[src/rtl/srt_pkg.sv]
// Shared types and constants for the smooth relation tester.
// No dependencies; every other file in rtl/ imports this package.
package srt_pkg;

    localparam int NUM_PRIMES     = 4;
    localparam int FBS_DEFAULT    = 4;
    localparam int PRIME_W        = 16;
    localparam int VALUE_W        = 31;
    localparam int WIDE_W         = 32;
    localparam int EXP_W          = 5;
    localparam int IDX_W          = 3;
    localparam int PADDR_W        = 5;
    localparam int PDATA_W        = 32;
    localparam int REG_IDX_W      = 3;

    localparam logic [EXP_W-1:0] EXP_MAX = '1;

    // register map, word index = paddr[4:2]
    localparam logic [REG_IDX_W-1:0] REG_PRIME_0  = 3'd0;
    localparam logic [REG_IDX_W-1:0] REG_PRIME_1  = 3'd1;
    localparam logic [REG_IDX_W-1:0] REG_PRIME_2  = 3'd2;
    localparam logic [REG_IDX_W-1:0] REG_PRIME_3  = 3'd3;
    localparam logic [REG_IDX_W-1:0] REG_OFFSET_N = 3'd4;

    localparam logic [PRIME_W-1:0] PRIME_0_RST = 16'd2;
    localparam logic [PRIME_W-1:0] PRIME_1_RST = 16'd3;
    localparam logic [PRIME_W-1:0] PRIME_2_RST = 16'd5;
    localparam logic [PRIME_W-1:0] PRIME_3_RST = 16'd7;

    typedef logic [NUM_PRIMES-1:0][PRIME_W-1:0] prime_arr_t;
    typedef logic [NUM_PRIMES-1:0][EXP_W-1:0]   exp_arr_t;

    typedef struct packed {
        logic load_z;
        logic div_start;
        logic take_quot;
        logic next_prime;
        logic phase_end;
        logic load_s;
        logic out_load;
    } cmd_t;

    typedef struct packed {
        logic idx_end;
        logic prime_small;
        logic value_trivial;
        logic value_one;
        logic phase;
        logic div_done;
        logic rem_zero;
    } status_t;

    typedef struct packed {
        logic [VALUE_W-1:0] echo_value;
        logic               candidate_smooth;
        logic               relation_found;
        exp_arr_t           z_exp;
        exp_arr_t           shifted_exp;
    } result_t;

endpackage

[src/rtl/srt_divider.sv]
// Bit-serial restoring divider: 32-bit dividend by 16-bit divisor, one
// quotient bit per cycle. Depends on srt_pkg.
module srt_divider (
    input  logic                         aclk,
    input  logic                         aresetn,
    input  logic                         start,
    input  logic [srt_pkg::WIDE_W-1:0]   dividend,
    input  logic [srt_pkg::PRIME_W-1:0]  divisor,
    output logic [srt_pkg::WIDE_W-1:0]   quotient,
    output logic                         rem_zero,
    output logic                         done
);
    import srt_pkg::*;

    localparam int CNT_W = $clog2(WIDE_W);

    logic [WIDE_W-1:0]  q_reg, q_next;
    logic [PRIME_W-1:0] r_reg, r_next;
    logic [CNT_W-1:0]   cnt_reg, cnt_next;
    logic               busy_reg, busy_next;
    logic               done_reg, done_next;
    logic [PRIME_W:0]   shift_val;
    logic [PRIME_W:0]   diff_val;
    logic               ge;

    assign shift_val = {r_reg, q_reg[WIDE_W-1]};
    assign diff_val  = shift_val - {1'b0, divisor};
    assign ge        = shift_val >= {1'b0, divisor};

    always_comb begin
        q_next    = q_reg;
        r_next    = r_reg;
        cnt_next  = cnt_reg;
        busy_next = busy_reg;
        done_next = 1'b0;
        if (start) begin
            q_next    = dividend;
            r_next    = '0;
            cnt_next  = '0;
            busy_next = 1'b1;
        end else if (busy_reg) begin
            q_next   = {q_reg[WIDE_W-2:0], ge};
            r_next   = ge ? diff_val[PRIME_W-1:0] : shift_val[PRIME_W-1:0];
            cnt_next = cnt_reg + 1'b1;
            if (cnt_reg == CNT_W'(WIDE_W - 1)) begin
                busy_next = 1'b0;
                done_next = 1'b1;
            end
        end
    end

    always_ff @(posedge aclk) begin
        if (!aresetn) begin
            busy_reg <= 1'b0;
            done_reg <= 1'b0;
            cnt_reg  <= '0;
        end else begin
            busy_reg <= busy_next;
            done_reg <= done_next;
            cnt_reg  <= cnt_next;
        end
        q_reg <= q_next;
        r_reg <= r_next;
    end

    assign quotient = q_reg;
    assign rem_zero = (r_reg == '0);
    assign done     = done_reg;

endmodule

[src/rtl/srt_datapath.sv]
// Datapath: working value, prime index, exponent counters and smoothness
// flags, around the shared divider. Depends on srt_pkg and srt_divider.
module srt_datapath #(
    parameter int FACTOR_BASE_SIZE = srt_pkg::FBS_DEFAULT
) (
    input  logic                          aclk,
    input  logic                          aresetn,
    input  srt_pkg::cmd_t                 cmd,
    input  logic [srt_pkg::VALUE_W-1:0]   candidate_value,
    input  srt_pkg::prime_arr_t           primes,
    input  logic [srt_pkg::VALUE_W-1:0]   offset_n,
    output srt_pkg::status_t              status,
    output srt_pkg::result_t              result
);
    import srt_pkg::*;

    // sizes above the register count behave as the full register count
    localparam int USED = (FACTOR_BASE_SIZE > NUM_PRIMES) ? NUM_PRIMES : FACTOR_BASE_SIZE;

    logic [WIDE_W-1:0]  value_reg;
    logic [VALUE_W-1:0] echo_reg;
    logic [IDX_W-1:0]   idx_reg;
    logic               phase_reg;
    exp_arr_t           z_exp_reg;
    exp_arr_t           s_exp_reg;
    logic               z_smooth_reg;
    logic               rel_reg;

    logic [PRIME_W-1:0] cur_prime;
    logic [WIDE_W-1:0]  quotient;
    logic               rem_zero;
    logic               div_done;
    logic [1:0]         sel;

    assign sel       = idx_reg[1:0];
    assign cur_prime = primes[sel];

    srt_divider u_div (
        .aclk     (aclk),
        .aresetn  (aresetn),
        .start    (cmd.div_start),
        .dividend (value_reg),
        .divisor  (cur_prime),
        .quotient (quotient),
        .rem_zero (rem_zero),
        .done     (div_done)
    );

    always_ff @(posedge aclk) begin
        if (!aresetn) begin
            idx_reg   <= '0;
            phase_reg <= 1'b0;
        end else begin
            if (cmd.load_z || cmd.load_s) begin
                idx_reg <= '0;
            end else if (cmd.next_prime) begin
                idx_reg <= idx_reg + 1'b1;
            end
            if (cmd.load_z) begin
                phase_reg <= 1'b0;
            end else if (cmd.load_s) begin
                phase_reg <= 1'b1;
            end
        end
    end

    always_ff @(posedge aclk) begin
        if (cmd.load_z) begin
            value_reg    <= {1'b0, candidate_value};
            echo_reg     <= candidate_value;
            z_exp_reg    <= '0;
            s_exp_reg    <= '0;
            z_smooth_reg <= 1'b0;
            rel_reg      <= 1'b0;
        end else begin
            if (cmd.load_s) begin
                // full-width sum, no wrap
                value_reg <= {1'b0, echo_reg} + {1'b0, offset_n};
            end else if (cmd.take_quot) begin
                value_reg <= quotient;
                if (!phase_reg) begin
                    if (z_exp_reg[sel] != EXP_MAX) begin
                        z_exp_reg[sel] <= z_exp_reg[sel] + 1'b1;
                    end
                end else if (s_exp_reg[sel] != EXP_MAX) begin
                    s_exp_reg[sel] <= s_exp_reg[sel] + 1'b1;
                end
            end
            if (cmd.phase_end) begin
                if (!phase_reg) begin
                    z_smooth_reg <= (value_reg == WIDE_W'(1));
                end else begin
                    rel_reg <= (value_reg == WIDE_W'(1));
                end
            end
        end
    end

    assign status.idx_end       = (idx_reg == IDX_W'(USED));
    assign status.prime_small   = (cur_prime[PRIME_W-1:1] == '0);
    assign status.value_trivial = (value_reg[WIDE_W-1:1] == '0);
    assign status.value_one     = (value_reg == WIDE_W'(1));
    assign status.phase         = phase_reg;
    assign status.div_done      = div_done;
    assign status.rem_zero      = rem_zero;

    assign result.echo_value       = echo_reg;
    assign result.candidate_smooth = z_smooth_reg;
    assign result.relation_found   = rel_reg;
    assign result.z_exp            = z_exp_reg;
    assign result.shifted_exp      = s_exp_reg;

endmodule

[src/rtl/srt_ctrl.sv]
// Sequencer for the trial-division loop: walks primes, issues divides,
// switches to the shifted value and hands the result over. Depends on srt_pkg.
module srt_ctrl (
    input  logic              aclk,
    input  logic              aresetn,
    input  logic              in_valid,
    output logic              in_ready,
    input  logic              out_free,
    input  srt_pkg::status_t  status,
    output srt_pkg::cmd_t     cmd
);
    import srt_pkg::*;

    typedef enum logic [4:0] {
        S_IDLE      = 5'b00001,
        S_CHECK     = 5'b00010,
        S_DIV       = 5'b00100,
        S_PHASE_END = 5'b01000,
        S_DONE      = 5'b10000
    } state_t;

    state_t state_reg, state_next;

    always_comb begin
        state_next = state_reg;
        cmd        = '0;
        in_ready   = 1'b0;
        unique case (state_reg)
            S_IDLE: begin
                in_ready = 1'b1;
                if (in_valid) begin
                    cmd.load_z = 1'b1;
                    state_next = S_CHECK;
                end
            end
            S_CHECK: begin
                // a cofactor of 0 or 1 can lose no further factor
                priority if (status.idx_end || status.value_trivial) begin
                    state_next = S_PHASE_END;
                end else if (status.prime_small) begin
                    cmd.next_prime = 1'b1;
                end else begin
                    cmd.div_start = 1'b1;
                    state_next    = S_DIV;
                end
            end
            S_DIV: begin
                if (status.div_done) begin
                    if (status.rem_zero) begin
                        cmd.take_quot = 1'b1;
                    end else begin
                        cmd.next_prime = 1'b1;
                    end
                    state_next = S_CHECK;
                end
            end
            S_PHASE_END: begin
                cmd.phase_end = 1'b1;
                if (!status.phase && status.value_one) begin
                    cmd.load_s = 1'b1;
                    state_next = S_CHECK;
                end else begin
                    state_next = S_DONE;
                end
            end
            S_DONE: begin
                if (out_free) begin
                    cmd.out_load = 1'b1;
                    state_next   = S_IDLE;
                end
            end
            default: begin
                state_next = S_IDLE;
            end
        endcase
    end

    always_ff @(posedge aclk) begin
        if (!aresetn) begin
            state_reg <= S_IDLE;
        end else begin
            state_reg <= state_next;
        end
    end

endmodule

[src/rtl/smooth_relation_tester_core.sv]
// Top level of the smooth relation tester: register bank, output register,
// controller and datapath. Depends on srt_pkg, srt_ctrl and srt_datapath.
//
// Each candidate z is trial-divided by the configured primes through one
// bit-serial divider; each used prime of at least two takes its exponent
// plus one trial divisions, stopping early once the cofactor reaches zero
// or one, and primes below two are skipped without a divide. z + n is
// only worked on when z is smooth.
// One item is in work at a time; the next is taken while the previous
// result still sits in the output register. Primes and offset_n are
// written through the APB port; the user must write them only while the
// block is idle, as the block itself does not enforce this.
module smooth_relation_tester_core #(
    parameter int FACTOR_BASE_SIZE = srt_pkg::FBS_DEFAULT
) (
    input  logic                          aclk,
    input  logic                          aresetn,
    input  logic                          psel,
    input  logic                          penable,
    input  logic                          pwrite,
    input  logic [srt_pkg::PADDR_W-1:0]   paddr,
    input  logic [srt_pkg::PDATA_W-1:0]   pwdata,
    output logic [srt_pkg::PDATA_W-1:0]   prdata,
    output logic                          pready,
    input  logic                          s_valid,
    output logic                          s_ready,
    input  logic [srt_pkg::VALUE_W-1:0]   s_candidate_value,
    output logic                          m_valid,
    input  logic                          m_ready,
    output logic [srt_pkg::VALUE_W-1:0]   m_echo_value,
    output logic                          m_candidate_smooth,
    output logic                          m_relation_found,
    output logic [srt_pkg::EXP_W-1:0]     m_z_exp_0,
    output logic [srt_pkg::EXP_W-1:0]     m_z_exp_1,
    output logic [srt_pkg::EXP_W-1:0]     m_z_exp_2,
    output logic [srt_pkg::EXP_W-1:0]     m_z_exp_3,
    output logic [srt_pkg::EXP_W-1:0]     m_shifted_exp_0,
    output logic [srt_pkg::EXP_W-1:0]     m_shifted_exp_1,
    output logic [srt_pkg::EXP_W-1:0]     m_shifted_exp_2,
    output logic [srt_pkg::EXP_W-1:0]     m_shifted_exp_3
);
    import srt_pkg::*;

    prime_arr_t          prime_reg;
    logic [VALUE_W-1:0]  offset_reg;
    logic                m_valid_reg;
    result_t             out_reg;
    result_t             result;
    cmd_t                cmd;
    status_t             status;
    logic                out_free;
    logic                cfg_write;
    logic [REG_IDX_W-1:0] reg_idx;

    assign pready    = 1'b1;
    assign reg_idx   = paddr[PADDR_W-1:2];
    assign cfg_write = psel && penable && pwrite;

    always_ff @(posedge aclk) begin
        if (!aresetn) begin
            prime_reg[0] <= PRIME_0_RST;
            prime_reg[1] <= PRIME_1_RST;
            prime_reg[2] <= PRIME_2_RST;
            prime_reg[3] <= PRIME_3_RST;
            offset_reg   <= '0;
        end else if (cfg_write) begin
            unique case (reg_idx)
                REG_PRIME_0:  prime_reg[0] <= pwdata[PRIME_W-1:0];
                REG_PRIME_1:  prime_reg[1] <= pwdata[PRIME_W-1:0];
                REG_PRIME_2:  prime_reg[2] <= pwdata[PRIME_W-1:0];
                REG_PRIME_3:  prime_reg[3] <= pwdata[PRIME_W-1:0];
                REG_OFFSET_N: offset_reg   <= pwdata[VALUE_W-1:0];
                default: ;
            endcase
        end
    end

    always_comb begin
        unique case (reg_idx)
            REG_PRIME_0:  prdata = PDATA_W'(prime_reg[0]);
            REG_PRIME_1:  prdata = PDATA_W'(prime_reg[1]);
            REG_PRIME_2:  prdata = PDATA_W'(prime_reg[2]);
            REG_PRIME_3:  prdata = PDATA_W'(prime_reg[3]);
            REG_OFFSET_N: prdata = PDATA_W'(offset_reg);
            default:      prdata = '0;
        endcase
    end

    assign out_free = !m_valid_reg || m_ready;

    srt_ctrl u_ctrl (
        .aclk     (aclk),
        .aresetn  (aresetn),
        .in_valid (s_valid),
        .in_ready (s_ready),
        .out_free (out_free),
        .status   (status),
        .cmd      (cmd)
    );

    srt_datapath #(
        .FACTOR_BASE_SIZE (FACTOR_BASE_SIZE)
    ) u_dp (
        .aclk            (aclk),
        .aresetn         (aresetn),
        .cmd             (cmd),
        .candidate_value (s_candidate_value),
        .primes          (prime_reg),
        .offset_n        (offset_reg),
        .status          (status),
        .result          (result)
    );

    // output register: holds a finished result while the next item runs
    always_ff @(posedge aclk) begin
        if (!aresetn) begin
            m_valid_reg <= 1'b0;
        end else if (cmd.out_load) begin
            m_valid_reg <= 1'b1;
        end else if (m_ready) begin
            m_valid_reg <= 1'b0;
        end
        if (cmd.out_load) begin
            out_reg <= result;
        end
    end

    assign m_valid            = m_valid_reg;
    assign m_echo_value       = out_reg.echo_value;
    assign m_candidate_smooth = out_reg.candidate_smooth;
    assign m_relation_found   = out_reg.relation_found;
    assign m_z_exp_0          = out_reg.z_exp[0];
    assign m_z_exp_1          = out_reg.z_exp[1];
    assign m_z_exp_2          = out_reg.z_exp[2];
    assign m_z_exp_3          = out_reg.z_exp[3];
    assign m_shifted_exp_0    = out_reg.shifted_exp[0];
    assign m_shifted_exp_1    = out_reg.shifted_exp[1];
    assign m_shifted_exp_2    = out_reg.shifted_exp[2];
    assign m_shifted_exp_3    = out_reg.shifted_exp[3];

    // a result never overwrites one that has not been transferred
    a_no_overwrite: assert property (@(posedge aclk) disable iff (!aresetn)
        cmd.out_load |-> (!m_valid_reg || m_ready))
        else $error("result loaded over a pending transfer");

    // an accepted item closes the input side in the following cycle
    a_busy_after_accept: assert property (@(posedge aclk) disable iff (!aresetn)
        (s_valid && s_ready) |=> !s_ready)
        else $error("input accepted twice in a row");

    // a loaded result is presented on the next cycle
    a_load_shows: assert property (@(posedge aclk) disable iff (!aresetn)
        cmd.out_load |=> m_valid)
        else $error("loaded result not presented");

    // shifted exponents only grow while the shifted value is worked on
    a_shift_phase: assert property (@(posedge aclk) disable iff (!aresetn)
        (cmd.take_quot && !status.phase) |=> $stable(result.shifted_exp))
        else $error("shifted exponent changed during candidate phase");

endmodule
[config.mk]
export PLATFORM = sky130hd
export DESIGN_NAME = smooth_relation_tester_core
export DESIGN_NICKNAME = d
export VERILOG_FILES = /design/src/rtl/srt_pkg.sv /design/src/rtl/srt_divider.sv /design/src/rtl/srt_datapath.sv /design/src/rtl/srt_ctrl.sv /design/src/rtl/smooth_relation_tester_core.sv
export SDC_FILE = /design/constraint.sdc
export NUM_CORES = 1
export LEC_CHECK = 0
export ABC_AREA = 0
export BUFFER_PORTS_ARGS = -buffer_cell sky130_fd_sc_hd__buf_2
export CAP_MARGIN = 20
export CORE_ASPECT_RATIO = 0.8
export CORE_UTILIZATION = 42
export CTS_CLUSTER_DIAMETER = 40
export DETAILED_ROUTE_END_ITERATION = 10
export PLACE_DENSITY = 0.64
export SLEW_MARGIN = 40
export SYNTH_ARGS = -nofsm -noshare
export SYNTH_HDL_FRONTEND = slang
export SYNTH_SLANG_ARGS = --single-unit
[constraint.sdc]
create_clock -name aclk -period 13.99 [get_ports aclk]
set_clock_uncertainty 0.15 [all_clocks]
set_input_delay 0.6995 -clock aclk [delete_from_list [all_inputs] [get_ports aclk]]
set_output_delay 0.6995 -clock aclk [all_outputs]
set_load 0.02 [all_outputs]
Yosys cells after proc, flatten, opt, wreduce, memory -nomap -nowiden
Cells that the tools add are included.
{"block": "word_totals", "elab_cells": 147, "reg_bits": 338, "output_inout_bits": 108, "inputBits": 75}
{"block": "op_classes", "magnitude_cmp": 3, "bitwise_logic": 4, "reduce_logical": 31, "muxes": 47, "n_addsub": 6, "n_eq_ne": 18}
{"cell": "$pmux W31 S5", "count": 1}
{"cell": "$mux W32", "count": 4}
{"cell": "$mux W5", "count": 9}
{"cell": "$bwmux W20", "count": 2}
{"cell": "$add A31 B31 Y32", "count": 1}
{"cell": "$bmux W16 S2", "count": 1}
{"cell": "$eq A32 B1 Y1 const B", "count": 1}
{"cell": "$mux W16", "count": 2}
{"cell": "$logic_not A31 Y1", "count": 1}
{"cell": "$mux W31", "count": 1}
{"cell": "$pmux W5 S5", "count": 1}
{"cell": "$bmux W5 S2", "count": 2}
{"cell": "$mux W1", "count": 20}
{"cell": "$ge A17 B16 Y1", "count": 1}
{"cell": "$logic_not A16 Y1", "count": 1}
{"cell": "$sub A16 B16 Y16", "count": 1}
{"cell": "$add A5 B1 Y5 const B", "count": 3}
{"cell": "$logic_not A15 Y1", "count": 1}
{"cell": "$reduce_and A2 Y1", "count": 7}
{"cell": "$reduce_and A4 Y1", "count": 3}
{"cell": "$demux W5 S2", "count": 1}
{"cell": "$eq A5 B5 Y1 const B", "count": 2}
{"cell": "$ne A5 B5 Y1 const B", "count": 2}
{"cell": "$eq A3 B2 Y1 const B", "count": 2}
{"cell": "other kinds (23)", "count": 39}

Longest topological paths before layout
{"block": "logic_depth", "depth_word": 7, "ltp_mapped": 15, "depth_no_buf": 12}

Modules after synthesis
From an unflattened synthesis, not the netlist that was laid out.
{"block": "unflattened", "hier_cells": 1514, "hier_area_um2": 16689.8}
{"module": "srt_datapath", "n_inst": 1, "cells_per_inst": 642, "seq_area_each_um2": 2802.7, "area_each_um2": 6533.8}
{"module": "smooth_relation_tester_core", "n_inst": 1, "cells_per_inst": 527, "seq_area_each_um2": 4113.9, "area_each_um2": 6501.2}
{"module": "srt_divider", "n_inst": 1, "cells_per_inst": 289, "seq_area_each_um2": 1421.4, "area_each_um2": 3210.6}
{"module": "srt_ctrl", "n_inst": 1, "cells_per_inst": 56, "seq_area_each_um2": 100.1, "area_each_um2": 444.2}

Worst setup path after synthesis
Ideal clock, no wire load.
{"block": "synth_path", "kind": "in2reg", "from": "input m_ready", "to": "register out_reg, in the netlist m_candidate_smooth, enable pin", "setup_ns": 0.513, "stages": 2, "arrival_time_ns": 4.086, "required_time_ns": 13.327, "path_buffers": 0, "path_slack_ns": 9.242, "cell_sequence": "nand2b_1 nor2b_1"}
{"element": "start, declared", "line_no": "smooth_relation_tester_core.sv:29", "source": "input logic m_ready,"}
{"element": "end signal, assigned", "line_no": "smooth_relation_tester_core.sv:124", "source": "out_reg <= result;"}
{"element": "end, declared", "line_no": "smooth_relation_tester_core.sv:47", "source": "result_t out_reg;"}

Worst setup path in the final report
{"block": "layout_path", "from": "register u_dp.idx_reg[0]", "to": "register u_dp.u_div.r_reg[7]"}
{"block": "layout_via", "elab_chain_len": 6, "elab_cells_between_ends": 11, "cone_classes": "1 x add/sub; 1 x order compare; 1 x eq/ne; 6 x mux; 2 x reduce/logical"}
{"element": "start, declared", "line_no": "srt_datapath.sv:22", "source": "logic [IDX_W-1:0] idx_reg;"}
{"element": "start signal, assigned", "line_no": "srt_datapath.sv:57", "source": "idx_reg <= idx_reg + 1'b1;"}
{"element": "parallel branches: the longest is 6 deep, another holds $sub A16 B16 Y16"}
{"element": "end signal, assigned", "line_no": "srt_divider.sv:63", "source": "r_reg <= r_next;"}
{"element": "end, declared", "line_no": "srt_divider.sv:18", "source": "logic [PRIME_W-1:0] r_reg, r_next;"}
Several ways; the timed one is not identified. The select of a mux whose other input is x is not followed.
A chain may end at the register's enable or synchronous reset.

==> metrics.md <==
| Metric | Value |
|---|---|
| Final Util | 50.88% |
| Number of buffers created by CTS | between 40 and 50 |
| Reg power frac | 39.9% |
| Critical path class | reg -> reg |
| Layout area overhead | 17.96% |
| CTS tree | built |
| Die height | 180.4 um |
| Clock tree sinks | between 300 and 400 |
| Worst min-delay path class | in -> reg |
| Gr busiest metal | met1 |
| Mapped Cells | 1,601 |
| Asr flop ratio synth | 0% |
| Unrepaired setup endpoints after global routing | no |
| Layout Nets | ~1,900 |
| Synth unique cells | 74 |
| Max-cap violations | 0 |
| Cts hold-fix bufs | 0 |
| Fmax | around 220 MHz |
| Sequential area share after synthesis | 50.48% |
| Final min period | between 4 and 5 ns |
| Cts repair resizes | 0 |
| Later-pin clock latency in the skew report | about 0.56 ns |
| LEAKAGE | approximately 0.0076 uW |
| Share of cells above drive strength 1 | 21.16% |
| Global-route wire length before repair | between 70 and 80 mm |
| GR Layer Usage met3 | 4.386% |
| Via count | 13,040 |
| Wirelength per Cell | around 20 um |
| M1 GR Usage | between 30% and 40% |
| Clk buf depth | 3 |
| Number of synthesized flops with an enable pin | between 150 and 200 |
| DRC violations left | 0 |
| Sw Pwr | 880.4 uW |
| Nature of the critical path startpoint | register |
| Syn Std Cell Area | between 15,000 and 20,000 um^2 |
| H-tree levels | 2 |
| Most frequent cell after synthesis | nand2_1 |
| Dominant cell type by area after synthesis | edfxtp_1 |
| Slew Limit Fails | 0 |
| GPL Wtd Cong | around 0.9 |
| Tightest Pin Transition | a little over 0.8 ns |
| PortBufs | 177 |
| DRT Wirelength | around 45 mm |
| Combinational power share | between 20% and 30% |
| Post-DRT Antenna Nets | 0 |
| FP Rows | 64 |
| Seq cells post-synth | approximately 340 |
| Setup tns final | 0 ns |
| Clock share of power | between 40% and 50% |
| Die Span X | ~230 um |
| Gr usage total | between 20 and 25% |
| DR iter-0 viols | slightly above 1,000 |
| Reg clk slew, reported paths | ~0.060 ns |
| P_int | approximately 2100 uW |
| Maximum VDD drop | between 0.00008 and 0.00009 V |
| Drt via density | between 5 and 6 |
| Avg Inst Size Synth | approximately 10 um^2 |
| Post-CTS Setup Inserts | 0 |
| Gr ovfl total | 0 |
| Root buf cell | clkbuf_16 |
| Fin. Hold Viols | 0 |
| Fin crit share | 33.06% |
| PwrDens | between 150 and 200 nW/um^2 |
| Worst rel slew slack | a little under half |
| Core ar. | roughly 39,000 um^2 |
| Max reg flops | 64 |
| Main synth FF type | dfxtp_1 |
| Setup Viol. Count Final | 0 |
| Hpwl dp | roughly 30 mm |
| Largest net degree at the start of global routing | approximately 110 |
| Required time of the critical path | 14.25 ns |
| First drt pass iteration count | 7 |
| Fill cell count | between 3,000 and 4,000 |
| Initial Util | a little over two fifths |
| Worst setup EP type | register |
| Post-synth top cells | nand2_1, dfxtp_1, edfxtp_1, nor2_1, a21boi_1 |
| Area contributors post-synth | edfxtp_1, dfxtp_1, nand2_1 |
| Ys Warns | 0 |
| CP max FO | 16 |
| Area share of the largest cell type after synthesis | about 30% |
| Worst EP arrival | a little under 5 ns |
| Vias in the first global route | 12,180 |
| Io pins | between 150 and 200 |
| Total die area | slightly above 40,000 um^2 |
| Mapped Nets | about 1,700 |
| Switching share of power | between 20% and 30% |
| Initial antenna violation count | 3 |
| Status | finished clean |
| Grt met2 use | 31.81% |
==> layout make-up <==
type                       instances  area (um^2)  share of cell area [%]
sequential                       338         8439                   42.80
multi-input combinational       1134         7777                   39.44
clock buffer                      57         1265                   6.415
timing repair buffer             199         1105                   5.603
tap                              528        660.6                   3.350
clock inverter                    27        331.6                   1.681
inverter                          36        137.6                  0.6980
antenna                            1        2.502                 0.01269
==> layout by cell type, fill, tap and decap left out, drive strengths merged, types with 4 or more instances in the layout <==
cell type | netlist | final
and3 | 33 | 33
a21oi | 90 | 90
nor2 | 124 | 124
mux2i | 36 | 36
nand4 | 12 | 12
bufinv | 0 | 4
nor2b | 15 | 15
o21ai | 57 | 57
a21boi | 93 | 93
buf | 29 | 199
a22oi | 33 | 33
nand2 | 259 | 259
inv | 36 | 41
clkinvlp | 0 | 4
nand2b | 9 | 9
nand3b | 4 | 4
ha | 57 | 57
xnor2 | 25 | 25
dfxtp | 171 | 171
a311oi | 6 | 6
edfxtp | 167 | 167
clkbuf | 64 | 57
nand3 | 32 | 32
o21a | 5 | 5
a21o | 16 | 16
nor4 | 16 | 16
mux2 | 49 | 49
nor3 | 16 | 16
xor2 | 17 | 17
nor4b | 4 | 4
mux4 | 25 | 25
and2 | 8 | 8
o22ai | 18 | 18
clkinv | 0 | 14
a211oi | 23 | 23
a31oi | 10 | 10
o211ai | 4 | 4
a31o | 4 | 4
==> stage by stage <==
step           area (um^2)  cells  total power, uW  setup slack, ns  hold slack (ns)
2_1_floorplan        16720   1601             1665            9.242           0.2519
3_3_place_gp         17980   2228             1794            9.369           0.2655
3_5_place_dp         18060   2234             1805            9.390           0.2621
4_1_cts              19660   2318             3008            9.377           0.1706
5_1_grt              19720   2320             3139            9.020           0.1790
6_report             19720   2320             2995            9.365           0.1911
==> worst max-delay path, stage by stage (launching register included) <==
cell and delay [ns]:
dfxtp_2 0.66, buf_4 0.43, mux4_1 0.71, inv_1 0.09, ha_1 0.24, nor2b_1 0.15
o21bai_1 0.24, nand4_1 0.18, a31oi_1 0.27, a21oi_1 0.16, o21ai_2 0.54, buf_4 0.32
nor2_1 0.07, a21oi_1 0.16, a211oi_2 0.09
==> power groups by stage <==
stage          combinational, uW  clock (uW)  sequential, uW
2_1_floorplan                475           0            1190
3_5_place_dp                 593           0            1210
6_report                     601        1200            1190
5_1_grt                      674        1260            1200
3_3_place_gp                 583           0            1210
4_1_cts                      597        1220            1190
==> final timing paths <==
path	from	endpoint	slack, ns	cells after the start
hold reg to reg	u_dp.z_smooth_reg	m_candidate_smooth	0.28	0
hold / removal	s_candidate_value[7]	u_dp.echo_reg[7]	0.19	1
setup / recovery	u_dp.idx_reg[0]	u_dp.u_div.r_reg[7]	9.36	14
setup reg to reg	u_dp.idx_reg[0]	u_dp.u_div.r_reg[7]	9.36	14
==> layer usage <==
metal  vias to the layer above  part of all wire (%)
met5                         -                  0.18
met4                         6                   1.9
met3                        71                   7.1
met2                       470                    42
met1                      6348                    48
li1                       6141                     -
==> cell families after synthesis <==
family	share of synthesized area, %
simple gates	14.55
compound gates	15.20
flops	50.48
buf+inv	3.480
mux	9.543
fa+ha+maj	4.506
xor+xnor	2.200
other cells	0.04492
Power figures use the tool's default switching activity.
